### src/design/tff_pkg.sv
package tff_pkg;

  // screen and coordinate format
  localparam int MAX_WIDTH     = 128;
  localparam int MAX_HEIGHT    = 128;
  localparam int SUBPIXEL_BITS = 4;

  // command codes
  localparam logic [1:0] CMD_CLEAR    = 2'd0;
  localparam logic [1:0] CMD_TRIANGLE = 2'd1;
  localparam logic [1:0] CMD_READ     = 2'd2;

  // register indexes
  localparam logic [2:0] REG_WIDTH  = 3'd0;
  localparam logic [2:0] REG_HEIGHT = 3'd1;
  localparam logic [2:0] REG_RED    = 3'd2;
  localparam logic [2:0] REG_GREEN  = 3'd3;
  localparam logic [2:0] REG_BLUE   = 3'd4;

  localparam logic [7:0]  SIZE_RESET  = 8'd128;
  localparam logic [15:0] CLEAR_DEPTH = 16'd25600;  // 100.0 in Q8.8
  localparam logic [7:0]  ALPHA_FF    = 8'hFF;
  localparam logic [14:0] COUNT_MAX   = 15'h7FFF;

  // shared arithmetic unit
  localparam int ACC_W = 64;  // accumulator width, covers every edge and depth sum
  localparam int OPB_W = 18;  // multiplier operand bits, also quotient bits
  localparam int CNT_W = 5;
  localparam int BOX_W = 20;  // bounding box arithmetic

  typedef struct packed {
    logic start;
    logic div;
  } tff_alu_ctl_t;

  typedef struct packed {
    logic             done;
    logic [ACC_W-1:0] prod;
    logic [OPB_W-1:0] quot;
  } tff_alu_res_t;

endpackage

### src/design/tff_alu.sv
module tff_alu
  import tff_pkg::*;
(
  input  logic             clk,
  input  logic             rst,
  input  tff_alu_ctl_t     ctl,
  input  logic [ACC_W-1:0] opnd_a,
  input  logic [ACC_W-1:0] opnd_b,
  output tff_alu_res_t     res
);

  logic             busy;
  logic             div_mode;
  logic [CNT_W-1:0] cnt;
  logic [ACC_W-1:0] acc;
  logic [ACC_W-1:0] opa;
  logic [OPB_W-1:0] opb;
  logic             done;
  logic             sub;
  logic             last;
  logic [ACC_W:0]   sum;

  // one adder serves both shift-add multiply and restoring divide
  assign last = (cnt == CNT_W'(OPB_W - 1));
  assign sub  = div_mode || last;
  assign sum  = {1'b0, acc} + {1'b0, (sub ? ~opa : opa)} + (ACC_W+1)'(sub);

  always_ff @(posedge clk) begin
    if (rst) begin
      busy <= 1'b0;
      done <= 1'b0;
      cnt  <= '0;
    end else begin
      done <= busy && last;
      if (ctl.start) begin
        busy     <= 1'b1;
        cnt      <= '0;
        div_mode <= ctl.div;
        if (ctl.div) begin
          acc <= opnd_a;
          opa <= opnd_b << (OPB_W - 1);
          opb <= '0;
        end else begin
          acc <= '0;
          opa <= opnd_a;
          opb <= opnd_b[OPB_W-1:0];
        end
      end else if (busy) begin
        cnt <= cnt + CNT_W'(1);
        if (last) busy <= 1'b0;
        if (div_mode) begin
          // quotient bit: remainder at least the shifted divisor
          if (sum[ACC_W]) acc <= sum[ACC_W-1:0];
          opb <= {opb[OPB_W-2:0], sum[ACC_W]};
          opa <= opa >> 1;
        end else begin
          // top multiplier bit carries negative weight
          if (opb[0]) acc <= sum[ACC_W-1:0];
          opb <= opb >> 1;
          opa <= opa << 1;
        end
      end
    end
  end

  assign res.done = done;
  assign res.prod = acc;
  assign res.quot = opb;

endmodule

### config.mk
export PLATFORM = sky130hd
export DESIGN_NAME = tff_alu
export DESIGN_NICKNAME = d
export VERILOG_FILES = /design/src/design/tff_pkg.sv /design/src/design/tff_alu.sv
export SDC_FILE = /design/constraint.sdc
export NUM_CORES = 1
export LEC_CHECK = 0
export ABC_AREA = 1
export BUFFER_PORTS_ARGS = -buffer_cell sky130_fd_sc_hd__buf_2
export CAP_MARGIN = 10
export CORE_MARGIN = 5
export CORE_UTILIZATION = 38
export DETAILED_ROUTE_END_ITERATION = 10
export PLACE_DENSITY = 0.58
export SYNTH_ARGS = -nofsm -noshare
export SYNTH_HDL_FRONTEND = slang
export SYNTH_SLANG_ARGS = --single-unit
export TNS_END_PERCENT = 10
### constraint.sdc
create_clock -name clk -period 9.3 [get_ports clk]
set_input_delay 2.325 -clock clk [delete_from_list [all_inputs] [get_ports clk]]
set_output_delay 2.325 -clock clk [all_outputs]
set_load 0.01 [all_outputs]
[After elaboration in Yosys (flattened, before gate mapping)]
Index checks and enable logic that the tools add are counted.
Word-level totals
  flip-flop bits (word level): 154
  input bits: 132
  logic and storage cells: 40
Cells by class
  add/subtract/negate cells: 3
  equality and inequality tests: 2
  multiplexer cells: 18
  bitwise gates (word level): 2
  reduce and logical (&&, ||, !) cells: 8
Operators with widths (number)
  $mux W64: 11
  $mux W18: 4
  $add A64 B64 Y65: 1
  $add A65 B1 Y65: 1
  $not A64 Y64: 1
  $add A5 B1 Y5 const B: 1
  $eq A5 B5 Y1 const B: 1
  $reduce_and A2 Y1: 2
  $reduce_and A4 Y1: 1
  $mux W1: 3
  $ne A3 B2 Y1 const B: 1
  $reduce_bool A3 Y1: 1
  $reduce_bool A2 Y1: 1
  $reduce_or A2 Y1: 1
  $logic_and A1 B1 Y1: 1
  $logic_or A1 B1 Y1: 1
  $not A1 Y1: 1

[Logic depth before layout (Yosys ltp)]
  word-level depth: 9
  depth in mapped cells: 24
  mapped depth without buffers: 23

[Worst setup path before layout]
No wires, ideal clock.
  path kind: input -> register
  start point: input port ctl[1] in the netlist's numbering
  end point: register opa[0], enable pin
  setup time: 436 ps
  arrival: 4469 ps
  data required time: 8864 ps
  setup slack: 4396 ps
  stages: 4
  path through: buf_2 -> clkbuf_1 -> o21ai_0 -> inv_1
Between the ends
  longest elaborated chain between the ends: 2
RTL lines
  start: declaration: RTL line tff_alu.sv:6  | input tff_alu_ctl_t ctl,
  $reduce_bool A2 Y1 (no source line)
  $reduce_and A2 Y1 (no source line)
  end signal: assignment: RTL line tff_alu.sv:41  | opa <= opnd_b << (OPB_W - 1);
  end signal: assignment: RTL line tff_alu.sv:45  | opa <= opnd_a;
  end signal: assignment: RTL line tff_alu.sv:55  | opa <= opa >> 1;
  end: declaration: RTL line tff_alu.sv:16  | logic [ACC_W-1:0] opa;
Every way passes these cells.
A chain may end at the register's enable or synchronous reset.

[Worst setup path in the final report]
  start point: register cnt[1]
  end point: register acc[45], enable pin
Between the ends
  longest elaborated chain between the ends: 7
RTL lines
  start: declaration: RTL line tff_alu.sv:14  | logic [CNT_W-1:0] cnt;
  start signal: assignment: RTL line tff_alu.sv:49  | cnt <= cnt + CNT_W'(1);
  $eq A5 B5 Y1 *: RTL line tff_alu.sv:24  | assign last = (cnt == CNT_W'(OPB_W - 1));
  $logic_or A1 B1 Y1 *: RTL line tff_alu.sv:25  | assign sub = div_mode || last;
  $mux W64: RTL line tff_alu.sv:26  | assign sum = {1'b0, acc} + {1'b0, (sub ? ~opa : opa)} + (ACC_W+1)'(sub);
  $add A64 B64 Y65: RTL line tff_alu.sv:26
  $add A65 B1 Y65 *: RTL line tff_alu.sv:26
  $ne A3 B2 Y1 (no source line) *
  $reduce_and A4 Y1 (no source line) *
  end signal: assignment: RTL line tff_alu.sv:40  | acc <= opnd_a;
  end signal: assignment: RTL line tff_alu.sv:53  | if (sum[ACC_W]) acc <= sum[ACC_W-1:0];
  end signal: assignment: RTL line tff_alu.sv:58  | if (opb[0]) acc <= sum[ACC_W-1:0];
  end: declaration: RTL line tff_alu.sv:15  | logic [ACC_W-1:0] acc;
Mark *: on every way between the ends. The rest lies on a longest branch, timed or not.

==> PnR_summary.wiki <==
{| class="wikitable"
! Metric !! Value
|-
| Hold EP || cnt[4]$_SDFFE_PP0P_
|-
| Reg-to-reg setup timing slack || 4.38 ns
|-
| Post-detailed-route DRC marker count || 0
|-
| Multiplexer fraction of the synthesized cell area || 0%
|-
| Count of cell types in the netlist || 50
|-
| CTS H-tree depth || 4
|-
| Share of flip-flops with an asynchronous set or reset || 0%
|-
| CTS max path bufs || 2
|-
| Vias in the first global route || 12100
|-
| Post CTS Setup Buffer Count || 0
|-
| Summed instance area of the synthesized netlist || 0.0126 mm^2
|-
| CP max FO || 64
|-
| Most common cell after layout, fill and taps aside || nand2_1
|-
| Data arrival time of the critical path || 4.99 ns
|-
| Switching power total || 1.11 mW
|-
| CTS tree || yes
|-
| Area fraction of the dominant cell type after synthesis || 35.2%
|-
| Final std cells w/o fill || 2297
|-
| Total of max-cap violations || 0
|-
| Predominant post-synthesis flop cell || edfxtp_1
|-
| Clk Latency, worst-skew pair || 0.45 ns
|-
| Classification of the worst-slack hold path || reg2reg
|-
| Hold wc startpoint || cnt[4]$_SDFFE_PP0P_
|-
| Via count of the routed design || 12100
|-
| Area used by sequential logic in the layout || 0.00455 mm^2
|-
| Final critical delay including setup and external delays || 4.92 ns
|-
| Worst slack at placement || 4.34 ns
|-
| Number of clock sinks || 154
|-
| Placement Cell Area || 0.0139 mm^2
|-
| Cell accounting for the most synthesized area || edfxtp_1
|-
| Number of warnings printed during yosys synthesis || 0
|-
| Register share of total power || 33.8%
|-
| Register bit count reported by yosys || 154
|-
| Count of input and output buffers || 197
|-
| Measured slew at the worst slew-check pin || 1.11 ns
|-
| Die width || 192 um
|-
| Final worst clock skew || 0.0134 ns
|-
| Final max-slew violation count || 0
|-
| Unrepaired setup endpoints after global routing || false
|-
| Internal power || 1.59 mW
|-
| Number of instances on the worst hold path || 1
|-
| Hold Violations, Final || 0
|-
| Final Instance Area || 0.0145 mm^2
|-
| Routability congestion estimate from global placement || 0.936
|-
| Endpoint of the most critical register-to-register path || acc[45]$_DFFE_PP_
|-
| Maximum number of pins on one net before global-route repair || 83
|-
| Detailed placement HPWL || 33.5 mm
|-
| First-pass GRT wire length || 66.6 mm
|-
| Library cell used as clock root buffer || clkbuf_16
|-
| Headroom to the max-slew limit || 26.3%
|-
| Logic pwr share || 39.3%
|-
| Overall track demand over capacity in global routing || 23.1%
|-
| Simple-Gate Fraction of Synth Area || 21.0%
|-
| Top cells by area, synth || edfxtp_1 (35%), nand2_1 (9.3%), inv_1 (7.4%)
|-
| Routed wire length || 42.6 mm
|-
| Number of iterations in the first detailed-routing pass || 5
|-
| Adder-cell share of the synthesized area || 6.64%
|-
| Die Outline Area || 0.0368 mm^2
|-
| Antenna Diode Count || 0
|-
| Startpoint types || register
|-
| Antenna-violating nets left || 0
|-
| Fin Hold WS || 0.457 ns
|-
| Result of the run || finished, final reports clean
|-
| Initial Util || 38.6%
|-
| Fmax || 0.203 GHz
|-
| Share of final-layout standard cells stronger than drive strength 1 || 15.3%
|-
| Number of flops mapped to enable cells by yosys || 147
|-
| Total Nets Final || 2040
|-
| Switch share || 41.0%
|-
| Total of cells resized after clock tree synthesis || 0
|-
| Total area of multi-input combinational cells || 0.00685 mm^2
|-
| Antenna violations before repair || 0
|-
| Launch point of the worst reg-to-reg path || cnt[1]$_SDFFE_PP0P_
|-
| Power density of the placed cells || 186 mW/mm^2
|-
| Post-route worst setup slack || 4.38 ns
|-
| CORE AREA || 0.0325 mm^2
|-
| Final-report setup violation count || 0
|-
| Period utilization || 52.9%
|-
| Number of CTS-inserted buffers || 17
|-
| Residual overflow from global routing || 0
|-
| Reported leakage power || 6.29 nW
|-
| Worst IR drop on VDD || 126 uV
|-
| Critical path endpoint category || register
|-
| Number of cell instances on the worst register-to-register path || 19
|-
| Register clock-pin slew on the reported worst setup and hold paths || 0.07 ns
|-
| Xor and xnor area share after synthesis || 4.95%
|-
| Dominant combinational cell family by area after synthesis || compound AO/OA/AOI/OAI gates
|-
| Required time reported for the critical path endpoint || 9.37 ns
|-
| Die H || 192 um
|-
| Violation count after the first detailed-routing iteration || 829
|-
| Portion of the post-synthesis area used by sequential elements || 36.3%
|-
| Avg WL per Cell || 18.5 um
|-
| Setup CP Type || reg2reg
|-
| Cell count after synthesis || 1672
|-
| Compound-gate portion of the synthesized area || 21.8%
|-
| Post-CTS Hold Buffers || 0
|-
| Commonest cells after routing, fill and taps aside || nand2_1 (309), inv_1 (244), buf_2 (197)
|-
| Top Ports || 215
|-
| Post-Route Setup TNS || 0 ns
|-
| Fillcell total || 3514
|-
| Avg Inst Size Synth || 7.51 um^2
|-
| Rows || 66
|-
| Net count of the mapped netlist || 1870
|-
| Placed cell count || 2265
|-
| Ratio of routed vias to standard cells || 5.26
|-
| Area Overhead vs Synth || 15.9%
|-
| Clk pwr share || 26.9%
|}
-- critical path, cell delays in order, from the launching register on --
cell	delay [ns]
dfxtp_1	0.39
inv_1	0.06
ha_1	0.17
nand2_1	0.06
inv_1	0.04
nand2_2	0.12
nand2_4	0.56
xor2_1	0.35
ha_1	0.39
inv_1	0.06
o21ai_0	0.41
a21oi_1	0.22
o21ai_0	0.19
inv_1	0.17
nand2_1	0.11
a21oi_1	0.14
nand3_1	0.15
nand2_1	0.08
inv_2	0.05
buf_4	0.69
-- synthesized netlist by cell type, types with 7 or more instances --
cell	count
o22ai_1	15
o211ai_1	30
a22oi_1	78
o21ai_0	138
nand3_1	67
o21bai_1	7
xor2_1	64
o21ai_1	13
nor2_1	177
inv_1	247
nand2_2	10
nor3_1	18
nand3b_1	8
nand4_1	11
a21oi_1	112
edfxtp_1	147
xnor2_1	7
ha_1	65
o221ai_1	18
buf_2	8
nand2_1	311
dfxtp_1	7
clkbuf_1	41
a21boi_0	8
-- power groups by stage --
stage | combinational, mW | clock (mW) | sequential [mW]
4_1_cts | 1.06 | 0.743 | 0.913
6_report | 1.06 | 0.726 | 0.912
3_5_place_dp | 1.06 | 0 | 0.928
5_1_grt | 1.19 | 0.771 | 0.920
2_1_floorplan | 0.702 | 0 | 0.928
3_3_place_gp | 1.05 | 0 | 0.927
-- per-stage QoR --
stage               util (%)  power, mW
CTS                     44.7       2.72
global placement        42.9       1.98
global route            44.7       2.88
finish                  44.7       2.70
detailed placement      42.9       1.98
floorplan                  -       1.63
-- cell type report --
cell class              count  share of cell area [%]
well taps                 442                    3.80
multi-input cells        1212                    47.1
flip-flops and latches    154                    31.3
clock buffers              17                    2.92
clock inverters            15                    1.21
repair buffers            204                    7.14
inverters                 253                    6.54
-- registers in the layout, summed over array words and instances (netlist names) --
register  cells
acc          64
busy          1
cnt           5
div_mode      1
done          1
opa          64
opb          18
-- logic make-up (layout without fill, tap and decap cells) --
kind of cell | after synthesis | count (layout)
and+or+nand+nor | 626 | 626
AOI/OAI and AO/OA | 449 | 449
DFF | 154 | 154
adders and majority gates | 66 | 66
xor gates and xnor gates | 71 | 71
buffers and inverters | 306 | 489
-- routing by layer --
metal	vias to the layer above	track usage, %	share of wire [%]
li1	6061	-	-
met1	5653	33.1	48
met4	0	5.88	1.8
met5	-	0	0
met3	37	4.20	5.9
met2	336	36.1	44
-- how the worst max path moves through the flow --
| stage | start | end | slack [ns] |
|---|---|---|---|
| global placement | cnt[1]$_SDFFE_PP0P_ | acc[45]$_DFFE_PP_ | 4.37 |
| CTS | cnt[1]$_SDFFE_PP0P_ | acc[45]$_DFFE_PP_ | 4.32 |
| detailed placement | cnt[1]$_SDFFE_PP0P_ | acc[45]$_DFFE_PP_ | 4.34 |
| finish | cnt[1]$_SDFFE_PP0P_ | acc[45]$_DFFE_PP_ | 4.38 |
| floorplan | ctl[1] | opa[0]$_DFFE_PP_ | 4.40 |
| global route | cnt[1]$_SDFFE_PP0P_ | acc[46]$_DFFE_PP_ | 4.02 |
No activity file was read; power rests on OpenSTA's default activity.
